`src/sv/qpe_pkg.sv`:
```
// Shared types, character constants and small helper functions for the
// quoted-printable encoder. No dependencies; every module imports it.
package qpe_pkg;

    localparam logic [7:0] CHAR_CR  = 8'h0D;
    localparam logic [7:0] CHAR_LF  = 8'h0A;
    localparam logic [7:0] CHAR_EQ  = 8'h3D;
    localparam logic [7:0] CHAR_SP  = 8'h20;
    localparam logic [7:0] CHAR_DEL = 8'h7F;

    localparam logic [7:0] LIMIT_RESET = 8'd75;

    localparam int QUEUE_DEPTH = 4;
    localparam int QUEUE_AW    = $clog2(QUEUE_DEPTH);

    typedef logic [1:0] op_kind_t;
    localparam op_kind_t OP_COPY  = 2'd0;
    localparam op_kind_t OP_QUOTE = 2'd1;
    localparam op_kind_t OP_CRLF  = 2'd2;

    // One unit of work for the back end: a byte to copy, a byte to quote,
    // or a hard line break.
    typedef struct packed {
        op_kind_t    kind;
        logic [7:0]  data;
        logic        tail;
        logic        msg_end;
    } qpe_op_t;

    function automatic logic needs_quote(input logic [7:0] c, input logic next_cr);
        return (c < CHAR_SP) || (c >= CHAR_DEL) || (c == CHAR_EQ) ||
               ((c == CHAR_SP) && next_cr);
    endfunction

    function automatic logic [7:0] hex_char(input logic [3:0] n);
        logic [7:0] wide;
        wide = {4'b0000, n};
        return (n < 4'd10) ? (8'h30 + wide) : (8'h37 + wide);
    endfunction

    function automatic logic [2:0] body_len(input op_kind_t kind);
        logic [2:0] len;
        unique case (kind)
            OP_QUOTE: len = 3'd3;
            OP_CRLF:  len = 3'd2;
            default:  len = 3'd1;
        endcase
        return len;
    endfunction

    function automatic logic [7:0] body_char(input op_kind_t kind,
                                             input logic [7:0] data,
                                             input logic [2:0] j);
        logic [7:0] ch;
        unique case (kind)
            OP_QUOTE:
            begin
                if (j == 3'd0)
                    ch = CHAR_EQ;
                else if (j == 3'd1)
                    ch = hex_char(data[7:4]);
                else
                    ch = hex_char(data[3:0]);
            end
            OP_CRLF:  ch = (j == 3'd0) ? CHAR_CR : CHAR_LF;
            default:  ch = data;
        endcase
        return ch;
    endfunction

endpackage

```
`src/sv/qpe_if.sv`:
```
// Handshake channels of the quoted-printable encoder: raw items in,
// encoded characters out, and the line limit write port.
interface qpe_item_if;
    logic       valid;
    logic       ready;
    logic [7:0] in_byte;
    logic       in_last;
    modport source (output valid, output in_byte, output in_last, input ready);
    modport sink   (input valid, input in_byte, input in_last, output ready);
endinterface

interface qpe_result_if;
    logic       valid;
    logic       ready;
    logic [7:0] out_byte;
    logic       run_last;
    logic       message_end;
    modport source (output valid, output out_byte, output run_last,
                    output message_end, input ready);
    modport sink   (input valid, input out_byte, input run_last,
                    input message_end, output ready);
endinterface

interface qpe_cfg_if;
    logic       valid;
    logic       ready;
    logic [7:0] line_limit;
    modport source (output valid, output line_limit, input ready);
    modport sink   (input valid, input line_limit, output ready);
endinterface

```
`src/sv/quoted_printable_encoder.sv`:
```
// Quoted-printable encoder. Bytes enter on the item channel and leave as
// encoded characters on the result channel, one per cycle unless it stalls.
// The encoder keeps one byte back to recognize CR LF pairs and a space before
// a CR, so the characters for a byte appear only after the next byte (or the
// in_last byte) has been transferred. The output port moves one character a
// cycle, which sets the rate: a copied byte gives one character, a quoted
// byte three, a CR LF pair two, and a soft break adds three. A four-entry
// operation queue lets input transfers continue while the output is stalled.
// The line limit may be written at any time the encoder is idle; it resets
// to 75. Depends on qpe_pkg, qpe_if, qpe_front, qpe_queue and qpe_back.
module quoted_printable_encoder
    import qpe_pkg::*;
(
    input  logic         clk,
    input  logic         rst_n,
    qpe_item_if.sink     item,
    qpe_result_if.source result,
    qpe_cfg_if.sink      cfg
);

    logic    push;
    qpe_op_t push_op;
    logic    pop;
    qpe_op_t head_op;
    logic    q_full;
    logic    q_empty;

    qpe_front u_front (
        .clk     (clk),
        .rst_n   (rst_n),
        .item    (item),
        .q_full  (q_full),
        .push    (push),
        .push_op (push_op)
    );

    qpe_queue u_queue (
        .clk     (clk),
        .rst_n   (rst_n),
        .push    (push),
        .push_op (push_op),
        .pop     (pop),
        .head_op (head_op),
        .full    (q_full),
        .empty   (q_empty)
    );

    qpe_back u_back (
        .clk     (clk),
        .rst_n   (rst_n),
        .cfg     (cfg),
        .result  (result),
        .head_op (head_op),
        .q_empty (q_empty),
        .pop     (pop)
    );

endmodule

```
`src/sv/qpe_queue.sv`:
```
// Four-entry register queue of encoder operations between front and back.
// Depends on qpe_pkg for the operation type and depth.
module qpe_queue
    import qpe_pkg::*;
(
    input  logic    clk,
    input  logic    rst_n,
    input  logic    push,
    input  qpe_op_t push_op,
    input  logic    pop,
    output qpe_op_t head_op,
    output logic    full,
    output logic    empty
);

    qpe_op_t              slot_reg [QUEUE_DEPTH];
    logic [QUEUE_AW-1:0]  wr_ptr_reg;
    logic [QUEUE_AW-1:0]  rd_ptr_reg;
    logic [QUEUE_AW:0]    count_reg;

    assign full    = (count_reg == (QUEUE_AW+1)'(QUEUE_DEPTH));
    assign empty   = (count_reg == '0);
    assign head_op = slot_reg[rd_ptr_reg];

    always_ff @(posedge clk)
    begin
        if (push)
            slot_reg[wr_ptr_reg] <= push_op;
    end

    always_ff @(posedge clk or negedge rst_n)
    begin
        if (!rst_n)
        begin
            wr_ptr_reg <= '0;
            rd_ptr_reg <= '0;
            count_reg  <= '0;
        end
        else
        begin
            if (push)
                wr_ptr_reg <= wr_ptr_reg + 1'b1;
            if (pop)
                rd_ptr_reg <= rd_ptr_reg + 1'b1;
            if (push && !pop)
                count_reg <= count_reg + 1'b1;
            else if (pop && !push)
                count_reg <= count_reg - 1'b1;
        end
    end

endmodule

```
`src/sv/qpe_front.sv`:
```
// Front end: holds one byte of lookahead, spots CR LF pairs and bytes that
// need quoting, and pushes operations into the queue. Uses qpe_pkg, qpe_if.
module qpe_front
    import qpe_pkg::*;
(
    input  logic         clk,
    input  logic         rst_n,
    qpe_item_if.sink     item,
    input  logic         q_full,
    output logic         push,
    output qpe_op_t      push_op
);

    logic       held_valid_reg;
    logic [7:0] held_byte_reg;
    logic       pend_valid_reg;
    qpe_op_t    pend_op_reg;

    logic    accept;
    logic    is_crlf;
    logic    op1_valid;
    logic    op2_valid;
    qpe_op_t held_op;
    qpe_op_t new_op;
    qpe_op_t crlf_op;
    qpe_op_t op1;

    assign item.ready = !pend_valid_reg && !q_full;
    assign accept     = item.valid && item.ready;

    assign is_crlf = held_valid_reg && (held_byte_reg == CHAR_CR) &&
                     (item.in_byte == CHAR_LF);

    always_comb
    begin
        held_op.kind    = needs_quote(held_byte_reg, item.in_byte == CHAR_CR) ?
                          OP_QUOTE : OP_COPY;
        held_op.data    = held_byte_reg;
        held_op.tail    = !item.in_last;
        held_op.msg_end = 1'b0;

        // The final byte of a message has no lookahead: a trailing space stays plain.
        new_op.kind     = needs_quote(item.in_byte, 1'b0) ? OP_QUOTE : OP_COPY;
        new_op.data     = item.in_byte;
        new_op.tail     = 1'b1;
        new_op.msg_end  = 1'b1;

        crlf_op.kind    = OP_CRLF;
        crlf_op.data    = CHAR_CR;
        crlf_op.tail    = 1'b1;
        crlf_op.msg_end = item.in_last;

        if (is_crlf)
            op1 = crlf_op;
        else if (held_valid_reg)
            op1 = held_op;
        else
            op1 = new_op;
    end

    assign op1_valid = accept && (held_valid_reg || item.in_last);
    assign op2_valid = accept && held_valid_reg && !is_crlf && item.in_last;

    // A second operation from the same transfer waits in pend_op_reg until the queue has room.
    assign push    = pend_valid_reg ? !q_full : op1_valid;
    assign push_op = pend_valid_reg ? pend_op_reg : op1;

    always_ff @(posedge clk)
    begin
        if (accept)
            held_byte_reg <= item.in_byte;
        if (op2_valid)
            pend_op_reg <= new_op;
    end

    always_ff @(posedge clk or negedge rst_n)
    begin
        if (!rst_n)
        begin
            held_valid_reg <= 1'b0;
            pend_valid_reg <= 1'b0;
        end
        else
        begin
            if (accept)
                held_valid_reg <= !(is_crlf || item.in_last);
            if (op2_valid)
                pend_valid_reg <= 1'b1;
            else if (pend_valid_reg && !q_full)
                pend_valid_reg <= 1'b0;
        end
    end

endmodule

```
`src/sv/qpe_back.sv`:
```
// Back end: tracks the line position, decides soft breaks, and spells out
// each operation into the output register, one character per cycle unless
// the result channel stalls. Uses qpe_pkg and qpe_if.
module qpe_back
    import qpe_pkg::*;
(
    input  logic         clk,
    input  logic         rst_n,
    qpe_cfg_if.sink      cfg,
    qpe_result_if.source result,
    input  qpe_op_t      head_op,
    input  logic         q_empty,
    output logic         pop
);

    logic [7:0] limit_reg;
    logic [7:0] pos_reg;
    logic [7:0] pos_next;

    logic       cur_valid_reg;
    op_kind_t   cur_kind_reg;
    logic [7:0] cur_data_reg;
    logic       cur_soft_reg;
    logic [2:0] cur_idx_reg;
    logic [2:0] cur_len_reg;
    logic       cur_tail_reg;
    logic       cur_end_reg;

    logic       out_valid_reg;
    logic [7:0] out_byte_reg;
    logic       out_run_last_reg;
    logic       out_msg_end_reg;

    logic       emit;
    logic       last_char;
    logic       soft_break;
    logic [8:0] sum1;
    logic [8:0] sum3;
    logic [8:0] limit9;
    logic [2:0] body_idx;
    logic [7:0] char_sel;

    assign cfg.ready = 1'b1;

    assign result.valid       = out_valid_reg;
    assign result.out_byte    = out_byte_reg;
    assign result.run_last    = out_run_last_reg;
    assign result.message_end = out_msg_end_reg;

    assign emit      = cur_valid_reg && (!out_valid_reg || result.ready);
    assign last_char = (cur_idx_reg == cur_len_reg - 3'd1);
    assign pop       = !q_empty && (!cur_valid_reg || (emit && last_char));

    assign sum1   = {1'b0, pos_reg} + 9'd1;
    assign sum3   = {1'b0, pos_reg} + 9'd3;
    assign limit9 = {1'b0, limit_reg};

    always_comb
    begin
        soft_break = ((head_op.kind == OP_QUOTE) && (sum3 > limit9)) ||
                     ((head_op.kind == OP_COPY) && (sum1 > limit9));
        if (head_op.msg_end || head_op.kind == OP_CRLF)
            pos_next = '0;
        else if (head_op.kind == OP_QUOTE)
            pos_next = soft_break ? 8'd3 : sum3[7:0];
        else
            pos_next = soft_break ? 8'd1 : sum1[7:0];
    end

    // A soft break occupies the first three characters of the sequence.
    always_comb
    begin
        body_idx = cur_soft_reg ? (cur_idx_reg - 3'd3) : cur_idx_reg;
        if (cur_soft_reg && cur_idx_reg < 3'd3)
        begin
            if (cur_idx_reg == 3'd0)
                char_sel = CHAR_EQ;
            else if (cur_idx_reg == 3'd1)
                char_sel = CHAR_CR;
            else
                char_sel = CHAR_LF;
        end
        else
            char_sel = body_char(cur_kind_reg, cur_data_reg, body_idx);
    end

    always_ff @(posedge clk)
    begin
        if (pop)
        begin
            cur_kind_reg <= head_op.kind;
            cur_data_reg <= head_op.data;
            cur_soft_reg <= soft_break;
            cur_len_reg  <= body_len(head_op.kind) + (soft_break ? 3'd3 : 3'd0);
            cur_tail_reg <= head_op.tail;
            cur_end_reg  <= head_op.msg_end;
        end
        if (emit)
        begin
            out_byte_reg     <= char_sel;
            out_run_last_reg <= cur_tail_reg && last_char;
            out_msg_end_reg  <= cur_end_reg && last_char;
        end
    end

    always_ff @(posedge clk or negedge rst_n)
    begin
        if (!rst_n)
        begin
            limit_reg     <= LIMIT_RESET;
            pos_reg       <= '0;
            cur_valid_reg <= 1'b0;
            cur_idx_reg   <= '0;
            out_valid_reg <= 1'b0;
        end
        else
        begin
            if (cfg.valid)
                limit_reg <= cfg.line_limit;
            if (pop)
            begin
                pos_reg       <= pos_next;
                cur_valid_reg <= 1'b1;
                cur_idx_reg   <= '0;
            end
            else if (emit)
            begin
                if (last_char)
                    cur_valid_reg <= 1'b0;
                cur_idx_reg <= cur_idx_reg + 3'd1;
            end
            if (emit)
                out_valid_reg <= 1'b1;
            else if (result.ready)
                out_valid_reg <= 1'b0;
        end
    end

endmodule

```
`src/flat_wrapper.sv`:
```
// flat-port wrapper written by rule: the top's interface ports become plain ports
module quoted_printable_encoder_flat import qpe_pkg::*;
  (clk, rst_n, item_valid, item_in_byte, item_in_last, item_ready, result_valid, result_out_byte, result_run_last, result_message_end, result_ready, cfg_valid, cfg_line_limit, cfg_ready);
  qpe_item_if item_i ();
  qpe_result_if result_i ();
  qpe_cfg_if cfg_i ();
  input  logic clk;
  input  logic rst_n;
  input wire logic [$bits(item_i.valid)-1:0] item_valid;
  input wire logic [$bits(item_i.in_byte)-1:0] item_in_byte;
  input wire logic [$bits(item_i.in_last)-1:0] item_in_last;
  output wire logic [$bits(item_i.ready)-1:0] item_ready;
  output wire logic [$bits(result_i.valid)-1:0] result_valid;
  output wire logic [$bits(result_i.out_byte)-1:0] result_out_byte;
  output wire logic [$bits(result_i.run_last)-1:0] result_run_last;
  output wire logic [$bits(result_i.message_end)-1:0] result_message_end;
  input wire logic [$bits(result_i.ready)-1:0] result_ready;
  input wire logic [$bits(cfg_i.valid)-1:0] cfg_valid;
  input wire logic [$bits(cfg_i.line_limit)-1:0] cfg_line_limit;
  output wire logic [$bits(cfg_i.ready)-1:0] cfg_ready;
  assign item_i.valid = item_valid;
  assign item_i.in_byte = item_in_byte;
  assign item_i.in_last = item_in_last;
  assign item_ready = item_i.ready;
  assign result_valid = result_i.valid;
  assign result_out_byte = result_i.out_byte;
  assign result_run_last = result_i.run_last;
  assign result_message_end = result_i.message_end;
  assign result_i.ready = result_ready;
  assign cfg_i.valid = cfg_valid;
  assign cfg_i.line_limit = cfg_line_limit;
  assign cfg_ready = cfg_i.ready;
  quoted_printable_encoder u_core (.clk(clk), .rst_n(rst_n), .item(item_i), .result(result_i), .cfg(cfg_i));
endmodule
```
`config.mk`:
```
export PLATFORM = sky130hd
export DESIGN_NAME = quoted_printable_encoder_flat
export DESIGN_NICKNAME = d
export VERILOG_FILES = /design/src/sv/qpe_pkg.sv /design/src/sv/qpe_if.sv /design/src/sv/quoted_printable_encoder.sv /design/src/sv/qpe_queue.sv /design/src/sv/qpe_front.sv /design/src/sv/qpe_back.sv /design/src/flat_wrapper.sv
export SDC_FILE = /design/constraint.sdc
export NUM_CORES = 1
export LEC_CHECK = 0
export BUFFER_PORTS_ARGS = -buffer_cell sky130_fd_sc_hd__buf_2
export CAP_MARGIN = 20
export CORE_MARGIN = 4
export CORE_UTILIZATION = 50
export CTS_CLUSTER_DIAMETER = 120
export DETAILED_ROUTE_END_ITERATION = 16
export HOLD_SLACK_MARGIN = 0.15
export PLACE_DENSITY = 0.67
export SLEW_MARGIN = 20
export SYNTH_ARGS = -nofsm -noshare
export SYNTH_HDL_FRONTEND = slang
export SYNTH_HIERARCHICAL = 1
export SYNTH_SLANG_ARGS = --single-unit
export TNS_END_PERCENT = 100
```
`constraint.sdc`:
```
create_clock -name clk -period 6.3 [get_ports clk]
set_input_delay 0.315 -clock clk [delete_from_list [all_inputs] [get_ports clk]]
set_output_delay 0.315 -clock clk [all_outputs]
set_load 0.02 [all_outputs]
```
Word level (Yosys, flattened, before mapping)
Memory sizes are Yosys's and may differ from the RTL's.
Index checks and enable logic that the tools add are counted.
{ "totals": {"ramBits": 48, "ff_bits": 74, "in_bits": 22, "out_inout_bits": 13, "n_memories": 1, "wordCells": 147} }
{ "memory_table": {"columns": ["memory", "words", "word_bits", "read_ports", "rd_clocked_by_memory_dff", "write_ports", "line", "source"], "rows": [
  ["u_core.u_queue.slot_reg", 4, 12, 1, 0, 1, "qpe_queue.sv:16", "qpe_op_t slot_reg [QUEUE_DEPTH];"]
]} }
{ "classes": {"order_cmp": 9, "eq_ne": 14, "n_addsub": 14, "reduce_logical": 51, "n_mux": 36} }
{ "ops": {"columns": ["cell", "count"], "rows": [
  ["two-way mux 8 bit", 5],
  ["adder 6 x 4 -> 7 bit (first input constant)", 4],
  ["two-way mux 7 bit", 4],
  ["== test 8 x 4 -> 1 bit (second input constant)", 3],
  ["== test 8 x 6 -> 1 bit (second input constant)", 3],
  ["two-way mux 12 bit", 2],
  ["two-way mux 3 bit", 8],
  ["logical AND 1 bit", 20],
  ["> comparator 9 x 8 -> 1 bit", 2],
  ["greater-or-equal comparator 8 x 7 -> 1 bit (second input constant)", 2],
  ["< comparator 8 x 6 -> 1 bit (second input constant)", 2],
  ["one-hot mux 8 bit (2 select lines)", 1],
  ["two-way mux 1 bit", 12],
  ["logical OR 1 bit", 11],
  ["two-way mux 11 bit", 1],
  ["zero test 1 bit", 10],
  ["nonzero test 2 bit", 5],
  ["adder 8 x 1 -> 9 bit (second input constant)", 1],
  ["adder 8 x 2 -> 9 bit (second input constant)", 1],
  ["zero test 3 bit", 3],
  ["< comparator 4 bit (second input constant)", 2],
  ["adder 3 x 1 -> 3 bit (second input constant)", 2],
  ["== test 3 x 1 -> 1 bit (second input constant)", 2],
  ["two-way mux 6 bit", 1],
  ["13 further kinds", 17]
]} }

Longest topological paths before layout
{ "depth": {"ltp_word": 10, "depth_mapped": 14, "depth_no_buf": 13} }

Hierarchy
The synthesis kept the hierarchy.
{ "by_module_without_submodules": {"columns": ["mod", "area_each_um2", "seq_area_each_um2", "cells_per_inst", "n_inst"], "rows": [
  ["qpe_back", 2946.6, 1281.2, 305, 1],
  ["qpe_queue", 2153.3, 1616.6, 97, 1],
  ["qpe_front", 1004.7, 560.5, 88, 1]
]} }

Least setup slack after synthesis
Ideal clock, no wire load.
{ "synth_timing": {"kind": "register to register", "startpoint": "register u_core.u_back.cur_len_reg[0]", "endpoint": "register u_core.u_queue.count_reg[1]", "setup_time_ns": 0.125, "path_slack_ns": 3.562, "t_required_ns": 6.175, "path_buffers": 1, "synth_period_minus_slack_ns": 2.738, "path_stages_with_launch": 13, "arrival_ns": 2.614, "cell_sequence": "edfxtp_1 -> inv_1 -> ha_1 -> xnor3_1 -> a41oi_1 -> or2_1 -> buf_6 -> inv_2 -> inv_1 -> ha_1 -> inv_1 -> fa_1 -> mux2_2"} }
{ "synth_between": {"elab_chain_cells": 8, "elab_cells_between_ends": 10, "cone_classes": "add/sub (1); eq/ne (1); mux (1); reduce/logical (7)"} }
{ "synth_lines": {"columns": ["item", "line", "source"], "rows": [
  ["start, declared", "qpe_back.sv:25", "logic [2:0] cur_len_reg;"],
  ["start signal, assigned", "qpe_back.sv:94", "cur_len_reg <= body_len(head_op.kind) + (soft_break ? 3'd3 : 3'd0);"],
  ["subtractor 3 x 1 -> 3 bit *", "qpe_back.sv:51", "assign last_char = (cur_idx_reg == cur_len_reg - 3'd1);"],
  ["== test 3 bit *", "qpe_back.sv:51", null],
  ["logical AND 1 bit *", "qpe_back.sv:52", "assign pop = !q_empty && (!cur_valid_reg || (emit && last_char));"],
  ["logical OR 1 bit *", "qpe_back.sv:52", null],
  ["logical AND 1 bit *", "qpe_back.sv:52", null],
  ["via u_core.pop", "quoted_printable_encoder.sv:23", "logic pop;"],
  ["zero test 1 bit", "qpe_queue.sv:45", "if (push && !pop)"],
  ["logical AND 1 bit", "qpe_queue.sv:45", null],
  ["two-way mux 3 bit or nonzero test 2 bit (tied branches)", null, null],
  ["end signal, assigned", "qpe_queue.sv:46", "count_reg <= count_reg + 1'b1;"],
  ["end signal, assigned", "qpe_queue.sv:48", "count_reg <= count_reg - 1'b1;"],
  ["end, declared", "qpe_queue.sv:19", "logic [QUEUE_AW:0] count_reg;"]
]} }
The timed path passes the listed nets; every way through them passes the cells marked *.
A chain may end at the register's enable or synchronous reset.

Worst setup path in the final report
{ "layout_timing": {"startpoint": "register u_core.u_back.cur_len_reg[0]", "endpoint": "register u_core.u_queue.count_reg[2]"} }
The elaborated chain is that of the path after synthesis.

==> run metrics <==
share of cells above drive strength 1=0.1700; Syn Inst Count=490; Async SR Flop Fraction=0.2500; Synth Area per Inst=12.46 µm²; Inserted Clock Buffers=17; area share of the largest cell type after synthesis=0.4427; number of antenna violations at the first check in global routing=0; Die Area=14040 µm²; Cell Area, Synth=6105 µm²; core area=11960 µm²; Worst EP required=6620 ps; final instance count without filler cells=694; Post-synth top flop=edfxtp_1; crit path kind=flip-flop to flip-flop; synthesized flop and latch total=120; Netlist cell types=64; CTS Buffer Depth=2; Clk pin slew, worst setup/hold paths=50 ps; CTS root buffer=clkbuf_16; CTS Sinks=120; dpl cells=652; worst-margin pin slew=905.2 ps; worst endpoint data arrival time=3490 ps; crit-path max FO=22; Cell Int Power=2.169 mW; remaining antenna violation count=0; Fin. Hold Viols=0; outcome=finished, final reports clean; fin crit share=0.5024; RD Place Congestion=0.9144; DRC=0; GRT Total Usage=0.1693; cell taking the most area after synthesis=edfxtp_1; Fmax=0.3159 GHz; Slew HR=0.3937; Max VDD drop=224.0 µV; worst r2r src=u_core/u_back/cur_len_reg[0]; Tot Pwr=3.301 mW; setup TNS=0 ps; max_cap viols=0; delay-heaviest family, CP=XOR/XNOR gates; hold path startpoint=item_in_byte[0]; Slew Limit Fails=0; final worst path period need=3165 ps; syn nets=546; antenna cell count=0; Starting Density=0.5104; Die H=118.5 µm; Ys Warns=6; sequential share of the synthesized area=0.5665; IO Pins=35; H-tree level count=4; Routed WL per cell=16.12 µm; worst skew pair latency=410 ps; Cell Rows=40; Min Hold Slack=173.9 ps; CTS tree=built; global route total overflow=0; Critical Path Slowest Stage Cell=xnor3_1; Buf+Inv Stages, Crit Path=4; CP peak stage delay=400 ps; Leak=2.774 nW; Reg power frac=0.400; clock skew=7.559 ps; RSZ-0062 raised after global routing=false; max FFs per register=48; vias in the first global route=3868; drt via density=5.513; first-pass GRT wire length=18.74 mm; largest net degree at the start of global routing=31; Hold Crit Class=input pin to flip-flop; DPL Wire Length=7.896 mm; dominant cells by area after synthesis=edfxtp_1, dfrtp_1, ha_1; Initial DRC Count=253; cts repair resizes=0; Final Core Density=0.5851; count of port buffers added during placement=33; pwr/cell area=471.6 nW/µm²; Total Wirelength=11.19 mm; # setup viols final=0; Comb power frac=0.319; worst setup path startpoint=u_core/u_back/cur_len_reg[0]; synthesis-to-layout area growth=14.65%; number of nets in the layout=590; first drt pass iteration count=6; Crit. End Element=flip-flop; Crit path top cell by count=inv_1; Die X=118.5 µm; clock power share=0.281; switch share=0.3430; critical-path cell list=inv_1, ha_1, xnor3_1, a41oi_1, or2_1, inv_2, inv_1, ha_1, inv_1, fa_1, xor2_1, nor2_1, xor2_1; number of synthesized flops with an enable pin=90; via count=3826; Startpoint Class=flip-flop; switching power=1.132 mW
-- power by group through the flow --
stage | Sequential (mW) | Combinational [mW] | Clock [mW]
2_1_floorplan | 1.27 | 0.870 | 0
3_5_place_dp | 1.34 | 1.04 | 0
5_1_grt | 1.36 | 1.17 | 0.988
3_3_place_gp | 1.33 | 1.00 | 0
6_report | 1.32 | 1.05 | 0.927
4_1_cts | 1.32 | 1.05 | 0.944
-- layout make-up --
type	instances	area, µm²
clock buffer	20	446.7
clock inverter	12	130.1
fill	939	4962
inverter	40	150.1
multi-input combinational	312	2365
sequential	120	3458
tap	147	183.9
timing repair buffer	43	265.3
-- cell usage after synthesis, types with 7 or more instances --
| cell type | count |
|---|---|
| mux2i_1 | 8 |
| nand2_1 | 44 |
| mux4_2 | 8 |
| inv_1 | 34 |
| xor2_1 | 15 |
| o21ai_1 | 7 |
| a21oi_1 | 15 |
| xnor2_1 | 12 |
| edfxtp_1 | 90 |
| dfrtp_1 | 26 |
| o21ai_0 | 25 |
| nand3_1 | 12 |
| ha_1 | 33 |
| nor2_1 | 39 |
| clkbuf_1 | 10 |
-- cell usage in the layout (no fill, tap or decap), types with 5 or more instances in the layout --
| master | n |
|---|---|
| edfxtp_1 | 90 |
| nand2_1 | 44 |
| nor2_1 | 39 |
| inv_1 | 34 |
| buf_2 | 33 |
| ha_1 | 33 |
| dfrtp_1 | 26 |
| o21ai_0 | 25 |
| clkbuf_16 | 17 |
| xor2_1 | 15 |
| a21oi_1 | 15 |
| xnor2_1 | 12 |
| nand3_1 | 12 |
| dlygate4sd3_1 | 10 |
| mux2i_1 | 8 |
| mux4_2 | 8 |
| o21ai_1 | 7 |
| nand4_1 | 6 |
| a211oi_1 | 6 |
| nor3_1 | 6 |
| and2_1 | 6 |
| clkinvlp_4 | 5 |
| and3_1 | 5 |
| o41ai_2 | 5 |
-- worst paths after layout --
check | endpoint | slack (ps) | cells past startpoint
min in group asynchronous | u_core/u_queue/wr_ptr_reg[1] | 500 | 2
max reg2reg | u_core/u_queue/count_reg[2] | 3130 | 13
max | u_core/u_queue/count_reg[2] | 3130 | 13
min | u_core/u_front/held_byte_reg[0] | 170 | 1
min reg2reg | u_core/u_queue/count_reg[2] | 520 | 1
max in group asynchronous | u_core/u_back/result.valid | 5360 | 2
-- cell families (layout without fill, tap and decap cells) --
kind of cell | count (synthesis) | after routing | share of synthesized area
simple gates | 142 | 142 | 0.1146
compound gates | 85 | 85 | 0.09531
buf+inv | 58 | 115 | 0.04612
mux | 22 | 22 | 0.06354
fa+ha+maj | 34 | 34 | 0.07092
flops | 120 | 120 | 0.5665
other cells | 1 | 1 | 0.0006143
xor+xnor | 28 | 28 | 0.04243
-- per-layer routing --
layer | share of wire | global-route usage | wire length [µm]
met1 | 0.47 | 0.2225 | 5204
met2 | 0.47 | 0.2644 | 5302
met4 | 0.010 | 0.07024 | 112
met3 | 0.051 | 0.04976 | 568
met5 | 0 | 0 | 0
-- stage by stage --
step / area (µm²) / setup WS, ps
floorplan: 6105 / 3562
global placement: 6322 / 3231
detailed placement: 6322 / 3159
CTS: 6999 / 3128
global route: 6999 / 2903
finish: 6999 / 3135
-- repair_timing --
item,4_1_cts,5_1_grt
setup buffers,0,0
endpoints found under the hold margin,36,0
hold buffers,10,0
(Power assumes the default switching activity.)
